[src/design/bdph_pkg.sv]
// Package for the button debounce block with press and hold detection.
// Holds the mode and event codes, configuration indexes and reset values.
// Depends on nothing; every design file refers to it by scoped names.
`default_nettype none

package bdph_pkg;

    localparam int unsigned TIME_W  = 32;
    localparam int unsigned MODE_W  = 2;
    localparam int unsigned EVENT_W = 2;
    localparam int unsigned CFG_IDX_W = 1;

    // Press state of the button.
    localparam logic [MODE_W-1:0] MODE_IDLE    = 2'd0;
    localparam logic [MODE_W-1:0] MODE_PRESSED = 2'd1;
    localparam logic [MODE_W-1:0] MODE_HOLD    = 2'd2;

    // Event codes on the result word.
    localparam logic [EVENT_W-1:0] EVT_NONE   = 2'd0;
    localparam logic [EVENT_W-1:0] EVT_SINGLE = 2'd1;
    localparam logic [EVENT_W-1:0] EVT_HOLD   = 2'd2;

    // Configuration register indexes.
    localparam logic [CFG_IDX_W-1:0] CFG_DEBOUNCE = 1'b0;
    localparam logic [CFG_IDX_W-1:0] CFG_HOLD     = 1'b1;

    localparam logic [TIME_W-1:0] DEBOUNCE_RESET = 32'd50;
    localparam logic [TIME_W-1:0] HOLD_RESET     = 32'd1000;

    // Level of the active-low pin when released.
    localparam logic LEVEL_RELEASED = 1'b1;

    typedef struct packed {
        logic [TIME_W-1:0] debounce_ticks;
        logic [TIME_W-1:0] hold_ticks;
    } t_cfg;

endpackage

`default_nettype wire

[src/design/bdph_cfg.sv]
// Configuration register file of the button debounce block.
// Holds the debounce and hold thresholds; uses bdph_pkg.
`default_nettype none

module bdph_cfg (
    input  wire logic                              i_clk,
    input  wire logic                              i_rst_n,
    input  wire logic                              i_cfg_valid,
    input  wire logic [bdph_pkg::CFG_IDX_W-1:0]    i_cfg_index,
    input  wire logic [bdph_pkg::TIME_W-1:0]       i_cfg_data,
    output bdph_pkg::t_cfg                         o_cfg
);

    bdph_pkg::t_cfg r_cfg;

    always_ff @(posedge i_clk) begin
        if (!i_rst_n) begin
            r_cfg.debounce_ticks <= bdph_pkg::DEBOUNCE_RESET;
            r_cfg.hold_ticks     <= bdph_pkg::HOLD_RESET;
        end else if (i_cfg_valid) begin
            unique case (i_cfg_index)
                bdph_pkg::CFG_DEBOUNCE: r_cfg.debounce_ticks <= i_cfg_data;
                bdph_pkg::CFG_HOLD:     r_cfg.hold_ticks     <= i_cfg_data;
                default:                r_cfg <= r_cfg;
            endcase
        end
    end

    assign o_cfg = r_cfg;

endmodule

`default_nettype wire

[src/design/bdph_step.sv]
// Debounce and press/hold state machine of the button debounce block.
// Holds the button state and computes one event per sample; uses bdph_pkg.
`default_nettype none

module bdph_step (
    input  wire logic                              i_clk,
    input  wire logic                              i_rst_n,
    input  wire logic                              i_fire,
    input  wire logic                              i_raw_level,
    input  wire logic [bdph_pkg::TIME_W-1:0]       i_time_now,
    input  wire bdph_pkg::t_cfg                    i_cfg,
    output logic [bdph_pkg::EVENT_W-1:0]           o_event_res
);

    logic                              r_previous_raw;
    logic [bdph_pkg::TIME_W-1:0]       r_change_stamp;
    logic                              r_stable_level;
    logic [bdph_pkg::TIME_W-1:0]       r_press_stamp;
    logic [bdph_pkg::MODE_W-1:0]       r_mode;

    logic                              n_stable_level;
    logic [bdph_pkg::TIME_W-1:0]       n_press_stamp;
    logic [bdph_pkg::MODE_W-1:0]       n_mode;
    logic [bdph_pkg::EVENT_W-1:0]      n_event;

    logic                              raw_same;
    logic [bdph_pkg::TIME_W-1:0]       settle_time;
    logic [bdph_pkg::TIME_W-1:0]       held_time;
    logic                              take_level;
    logic                              hold_due;

    // A level change restarts the settle time at zero, so a fresh change
    // can never be taken as stable in the same sample.
    assign raw_same    = (i_raw_level == r_previous_raw);
    assign settle_time = i_time_now - r_change_stamp;
    assign held_time   = i_time_now - r_press_stamp;
    assign take_level  = raw_same && (settle_time > i_cfg.debounce_ticks)
                         && (r_stable_level != i_raw_level);
    assign hold_due    = held_time > i_cfg.hold_ticks;

    always_comb begin
        n_stable_level = r_stable_level;
        n_press_stamp  = r_press_stamp;
        n_mode         = r_mode;
        n_event        = bdph_pkg::EVT_NONE;
        if (take_level) begin
            n_stable_level = i_raw_level;
            if (i_raw_level != bdph_pkg::LEVEL_RELEASED) begin
                // A new press starts its hold time at zero: no hold event now.
                n_press_stamp = i_time_now;
                n_mode        = bdph_pkg::MODE_PRESSED;
            end else if (r_mode == bdph_pkg::MODE_HOLD) begin
                n_mode = bdph_pkg::MODE_IDLE;
            end else if (r_mode == bdph_pkg::MODE_PRESSED) begin
                n_mode  = bdph_pkg::MODE_IDLE;
                n_event = bdph_pkg::EVT_SINGLE;
            end
        end else if (r_mode == bdph_pkg::MODE_PRESSED && hold_due) begin
            n_mode  = bdph_pkg::MODE_HOLD;
            n_event = bdph_pkg::EVT_HOLD;
        end
    end

    always_ff @(posedge i_clk) begin
        if (!i_rst_n) begin
            r_previous_raw <= bdph_pkg::LEVEL_RELEASED;
            r_change_stamp <= '0;
            r_stable_level <= bdph_pkg::LEVEL_RELEASED;
            r_press_stamp  <= '0;
            r_mode         <= bdph_pkg::MODE_IDLE;
        end else if (i_fire) begin
            if (!raw_same) begin
                r_change_stamp <= i_time_now;
            end
            r_previous_raw <= i_raw_level;
            r_stable_level <= n_stable_level;
            r_press_stamp  <= n_press_stamp;
            r_mode         <= n_mode;
        end
    end

    assign o_event_res = n_event;

endmodule

`default_nettype wire

[src/design/button_debounce_press_hold.sv]
// Top level of the button debounce block with single-press and hold events.
// Instantiates bdph_cfg and bdph_step; uses bdph_pkg.
//
// Usage: each input word carries one sample of the active-low button pin
// (i_raw_level) and the tick timestamp of that sample (i_time_now). For every
// accepted input word exactly one output word comes out, in order, carrying
// o_event_res: none, single press released, or hold reached.
// Both channels use valid/ready; a word moves when valid and ready are both
// high at a rising edge. Configuration words arrive on their own channel
// (index 0 debounce ticks, index 1 hold ticks); that channel is always ready
// and should be used only while no sample is in flight.
// An accepted input word is first held in the input register; then the
// debounce and hold compares write the output register and raise output
// valid, and the event word can be taken from there. Throughput is one word
// per cycle while the receiver keeps ready high, with a single state update
// of the press/hold logic per cycle.
// When the receiver stalls, the output register holds its word, the input
// register keeps at most one more, and then input ready drops.
// Synchronous active-low reset empties both registers, restores the default
// thresholds (50 and 1000 ticks) and returns the button to released, idle.
`default_nettype none

module button_debounce_press_hold (
    input  wire logic                              i_clk,
    input  wire logic                              i_rst_n,
    // Sample channel.
    input  wire logic                              i_in_valid,
    output logic                                   o_in_ready,
    input  wire logic                              i_raw_level,
    input  wire logic [bdph_pkg::TIME_W-1:0]       i_time_now,
    // Event channel.
    output logic                                   o_out_valid,
    input  wire logic                              i_out_ready,
    output logic [bdph_pkg::EVENT_W-1:0]           o_event_res,
    // Configuration channel.
    input  wire logic                              i_cfg_valid,
    output logic                                   o_cfg_ready,
    input  wire logic [bdph_pkg::CFG_IDX_W-1:0]    i_cfg_index,
    input  wire logic [bdph_pkg::TIME_W-1:0]       i_cfg_data
);

    logic                              r_in_valid;
    logic                              r_in_raw;
    logic [bdph_pkg::TIME_W-1:0]       r_in_time;
    logic                              r_out_valid;
    logic [bdph_pkg::EVENT_W-1:0]      r_event_res;

    logic                              advance;
    logic                              in_take;
    logic [bdph_pkg::EVENT_W-1:0]      step_event;
    bdph_pkg::t_cfg                    cfg;

    // The held sample is processed whenever the output register is free or
    // is being emptied in this same cycle.
    assign advance    = r_in_valid && (!r_out_valid || i_out_ready);
    assign o_in_ready = !r_in_valid || advance;
    assign in_take    = i_in_valid && o_in_ready;
    assign o_cfg_ready = 1'b1;

    bdph_cfg u_cfg (
        .i_clk       (i_clk),
        .i_rst_n     (i_rst_n),
        .i_cfg_valid (i_cfg_valid),
        .i_cfg_index (i_cfg_index),
        .i_cfg_data  (i_cfg_data),
        .o_cfg       (cfg)
    );

    bdph_step u_step (
        .i_clk       (i_clk),
        .i_rst_n     (i_rst_n),
        .i_fire      (advance),
        .i_raw_level (r_in_raw),
        .i_time_now  (r_in_time),
        .i_cfg       (cfg),
        .o_event_res (step_event)
    );

    // Control state.
    always_ff @(posedge i_clk) begin
        if (!i_rst_n) begin
            r_in_valid  <= 1'b0;
            r_out_valid <= 1'b0;
        end else begin
            if (in_take) begin
                r_in_valid <= 1'b1;
            end else if (advance) begin
                r_in_valid <= 1'b0;
            end
            if (advance) begin
                r_out_valid <= 1'b1;
            end else if (i_out_ready) begin
                r_out_valid <= 1'b0;
            end
        end
    end

    // Payload registers need no reset.
    always_ff @(posedge i_clk) begin
        if (in_take) begin
            r_in_raw  <= i_raw_level;
            r_in_time <= i_time_now;
        end
        if (advance) begin
            r_event_res <= step_event;
        end
    end

    assign o_out_valid = r_out_valid;
    assign o_event_res = r_event_res;

endmodule

`default_nettype wire
[config.mk]
export PLATFORM = sky130hd
export DESIGN_NAME = button_debounce_press_hold
export DESIGN_NICKNAME = d
export VERILOG_FILES = /design/src/design/bdph_pkg.sv /design/src/design/bdph_cfg.sv /design/src/design/bdph_step.sv /design/src/design/button_debounce_press_hold.sv
export SDC_FILE = /design/constraint.sdc
export NUM_CORES = 1
export LEC_CHECK = 0
export ABC_AREA = 1
export ABC_CLOCK_PERIOD_IN_PS = 4110
export BUFFER_PORTS_ARGS = -buffer_cell sky130_fd_sc_hd__buf_2
export CORE_MARGIN = 10
export CORE_UTILIZATION = 30
export DETAILED_ROUTE_END_ITERATION = 7
export GPL_TIMING_DRIVEN = 0
export PLACE_DENSITY_LB_ADDON = 0.2
export SETUP_SLACK_MARGIN = 0.1
export SKIP_CTS_REPAIR_TIMING = 1
export SYNTH_ARGS = -nofsm -noshare
export SYNTH_HDL_FRONTEND = slang
export SYNTH_SLANG_ARGS = --single-unit
[constraint.sdc]
create_clock -name i_clk -period 4.11 [get_ports i_clk]
set_input_delay 0 -clock i_clk [delete_from_list [all_inputs] [get_ports i_clk]]
set_output_delay 0 -clock i_clk [all_outputs]
set_load 0.005 [all_outputs]
==> results.md <==
- The run finished, with violations left.
- The checks that failed: hold timing.
- The slowest stage of the critical path belongs to the cell edfxtp_1.
- The via count of the first global-routing pass is 9,261.
- The share of the Yosys chip area taken by registers is 0.344.
- For this design the top-level I/O count stands at 76.
- The post-synth net total is 1,641.
- Of the total synthesized cell area, the portion taken by full adders, half adders and majority gates is 0.149.
- Of the cells placed in the final design, the portion with a size suffix greater than 1 is 0.163.
- The global-route wire length before repair is 50,500 µm.
- The half-perimeter wire length of the detailed placement result is 27,000 µm.
- The post-route total power is 4.99 mW.
- From bottom edge to top edge, the die measures 210 µm.
- The post-synthesis register bit count is 169.
- The effective utilization at floorplan is 0.304.
- The main flop type after synthesis is dfxtp_1.
- The parity-gate share of the synthesized area counting xor and xnor cells is 0.0460.
- The path type of the worst setup path is reg2reg.
- In the final routed layout, each cell accounts on average for 16.0 µm.
- The sequential cells in the finished layout cover a total of 3730 µm².
- The area fraction in compound gates after synthesis is 0.201.
- 0 antenna diodes ended up in the layout.
- The count of clock tree sinks is 169.
- The largest net degree at the start of global routing is 34.
- Across every metal layer, demand over resource in global routing totals 0.146.
- Broken down by cell family, the worst path's largest delay share belongs to simple AND/OR/NAND/NOR gates.
- The worst relative slew slack is 0.420.
- The element type at the critical path end is a flip-flop.
- The maximum root-to-sink buffer count is 2.
- After synthesis, the largest family of logic cells by area is compound AO/OA/AOI/OAI gates.
- The total instance count after detailed placement is 1,976.
- The filler-free cell count of the finished design is 2,108.
- Summed over all layers, the global routing overflow is 0.
- The count of final hold-check violations is 1.
- Setup repair after global routing could not meet its margin everywhere.
- The largest vdd supply drop is 0.315 mV.
- The count of flip-flops with a built-in enable after synthesis is 35.
- Yosys printed 0 warnings.
- Summed over all layers, the routed wires come to 33,800 µm.
- Summed over all cells, the static leakage comes to 5.73 nW.
- The TritonCTS clock tree is yes.
- The layout overhead on the synthesized area is 30.4%.
- The critical path launch point type is a flip-flop.
- The synthesized netlist occupies a cell area of 10,800 µm².
- After detailed routing, the number of vias per cell comes to 4.76.
- The number of DRC violations after detailed-routing iteration 0 is 470.
- The share of synthesized area in the top cell type comes to 0.247.
- The data required time of the critical path is 4420 ps.
- The largest stage delay on the critical path is 510 ps.
- The number of antenna violations at the first check in global routing was 0.
- The netlist uses 45 different library cells.
- The final max-slew violation count was 0.
- The power density over the cells is 353 nW/µm².
- Static timing analysis puts the maximum clock frequency at 253 MHz.
- The async set or reset register ratio after synthesis is 0.
- The tree is rooted in a clkbuf_16.
- The total die area is 44,200 µm².
- The routed layout has 10,000 vias.
- The most numerous cell on the critical path is a21oi_1.
- After detailed routing, the number of remaining DRC violations is 0.
- The post-synthesis share of cell area spent on and, or, nand and nor gates is 0.167.
- Each instance of the synthesized netlist takes up on average 7.52 µm².
- The clock-pin slew on the worst setup and hold paths is 70 ps.
- For the final database, setup skew stands at 13.2 ps.
- The clock insertion delay at the later pin of the skew report is 450 ps.
- Buffers inserted during clock tree synthesis total 17.
- The final critical delay including setup and external delays is 3950 ps.
- The width of the chip is 210 µm.
- The min-delay analysis places its worst path in the category in2reg.
- The transition time at the pin with the least slew margin is 870 ps.
- The peak fanout along the critical path is 6.
- The post-detailed-placement cell area is 11,800 µm².
- The layout has 3,701 filler cells.
- The number of violations of the max-capacitance limit is 0.
- The core region is 35,700 µm².
- Synthesis produced 1,442 cells.
- The cell area after layout is 14,100 µm².
- The library cell occupying the most area in the post-synthesis netlist is dfxtp_1.
- The setup-violating endpoint count in the final report is 0.
- STA puts the critical path data arrival time at 4260 ps.
- The multiplexer share of the synthesized area is 0.
- After synthesis, the cell types taking the most area are dfxtp_1 (25%), ha_1 (15%), a21oi_1 (10%).
- The setup TNS is 0 ps.
- The H-tree was split into 4 levels.
- The number of nets in the layout is 1,833.
- The congestion estimate from routability-driven global placement came to 0.850.
- The first TritonRoute pass finished after 5 iterations.
- The fraction of the cycle the final worst path needs is 0.961.
- The count of input and output buffers is 73.
- The floorplan has 69 rows.
- The critical path contains buffers and inverters numbering 2 combined.
- The multi-input combinational cells in the finished layout cover a total of 6880 µm².
- Across all hold checks on the routed design, the worst slack comes to -0.167 ps.
- The signal on the critical path passes through ha_1 -> a21oi_1 -> o21ai_0 -> a21oi_1 -> nand3_4 -> a31oi_4 -> xor2_1 -> ha_1 -> nand4_1 -> nor3_4 -> nand3_2 -> inv_2 -> nand2_2 -> nand2_4 -> nand2_4 -> nor2_8 -> nand2_8 -> clkbuf_16 -> nand2_2 -> a21oi_1.
- The detail route stage leaves a number of antenna-violating nets equal to 0.
## cell usage after synthesis (19+ instances only)
cell / count
nand2_1: 236
a21oi_1: 222
inv_1: 204
dfxtp_1: 134
ha_1: 126
o21ai_0: 125
nor2_1: 90
nand3_1: 62
xor2_1: 38
edfxtp_1: 35
clkbuf_1: 32
xnor2_1: 19
## layout make-up
| type | instances | area share |
|---|---|---|
| timing repair buffer | 172 | 0.0946 |
| inverter | 208 | 0.0552 |
| multi-input combinational | 1024 | 0.486 |
| buffer | 42 | 0.0160 |
| clock inverter | 14 | 0.0130 |
| sequential | 169 | 0.264 |
| clock buffer | 18 | 0.0303 |
| tap | 461 | 0.0408 |
## cells by family after synthesis
kind of cell | count (synthesis)
adders and majority gates | 128
xor gates and xnor gates | 57
buffers and inverters | 250
DFF | 169
other | 1
and+or+nand+nor | 430
AOI/OAI and AO/OA | 407
## metrics by stage
stage / worst slack (ps) / utilization
floorplan: 674 / -
global placement: -397 / 0.331
detailed placement: -427 / 0.331
CTS: -449 / 0.348
global route: -66.2 / 0.397
finish: 158 / 0.397
## path summary, 6_finish.rpt
check                                          startpoint                         to  slack, ps  cells past startpoint
worst max-delay path                        r_in_time[21]   u_step.r_press_stamp[25]        160                     20
worst min-delay path                          i_cfg_index            u_cfg.o_cfg[36]       -0.2                      3
worst min register to register  u_step.r_change_stamp[24]  u_step.r_change_stamp[24]        460                      2
worst max register to register              r_in_time[21]   u_step.r_press_stamp[25]        160                     20
## cells in the final DEF (no fill, tap or decap), types with 3 or more instances in the layout
cell type,instances
dfxtp_1,134
nand3_2,8
o21a_1,7
nand3_1,52
nand2_1,212
a31oi_2,5
o21ai_4,3
a21oi_1,201
nor4_1,3
buf_4,28
dlygate4sd3_1,68
ha_4,19
edfxtp_1,35
o21ai_0,119
nor3_1,10
a31oi_1,3
inv_1,201
inv_6,6
ha_1,106
xnor2_1,17
inv_2,5
xor2_1,37
nor3_2,4
nand4_1,12
buf_6,4
bufinv_16,3
o211ai_1,14
a21o_1,10
clkbuf_1,33
o21ai_1,8
clkbuf_16,19
a21oi_4,5
a21oi_2,18
nand2_4,10
nor2_1,83
buf_2,76
nand2_2,17
nor2_2,5
## sequential cells by signal (all words and copies together), names as in the netlist
name,flops
r_in_valid,1
u_step.r_change_stamp,32
u_step.r_previous_raw,1
u_step.r_press_stamp,32
o_out_valid,1
r_in_time,32
o_event_res,2
u_step.r_stable_level,1
u_step.r_mode,2
r_in_raw,1
u_cfg.o_cfg,64
## layer usage
layer / routed length [µm] / GRT usage
met4: 458 / 0.0365
met5: 0 / 0
met3: 932 / 0.0236
met2: 15400 / 0.234
met1: 17000 / 0.199
## where the power goes
group	internal (mW)	leakage, nW	switching (mW)	total [mW]
Combinational	0.575	3.99	0.832	1.41
Sequential	1.78	1.44	0.0555	1.84
Clock	0.974	0.299	0.775	1.75
## tightest hold or removal path, stage by stage
cell,delay [ps]
buf_2,90
nor2_1,140
o211ai_1,180
No activity file was read; power rests on OpenSTA's default activity.
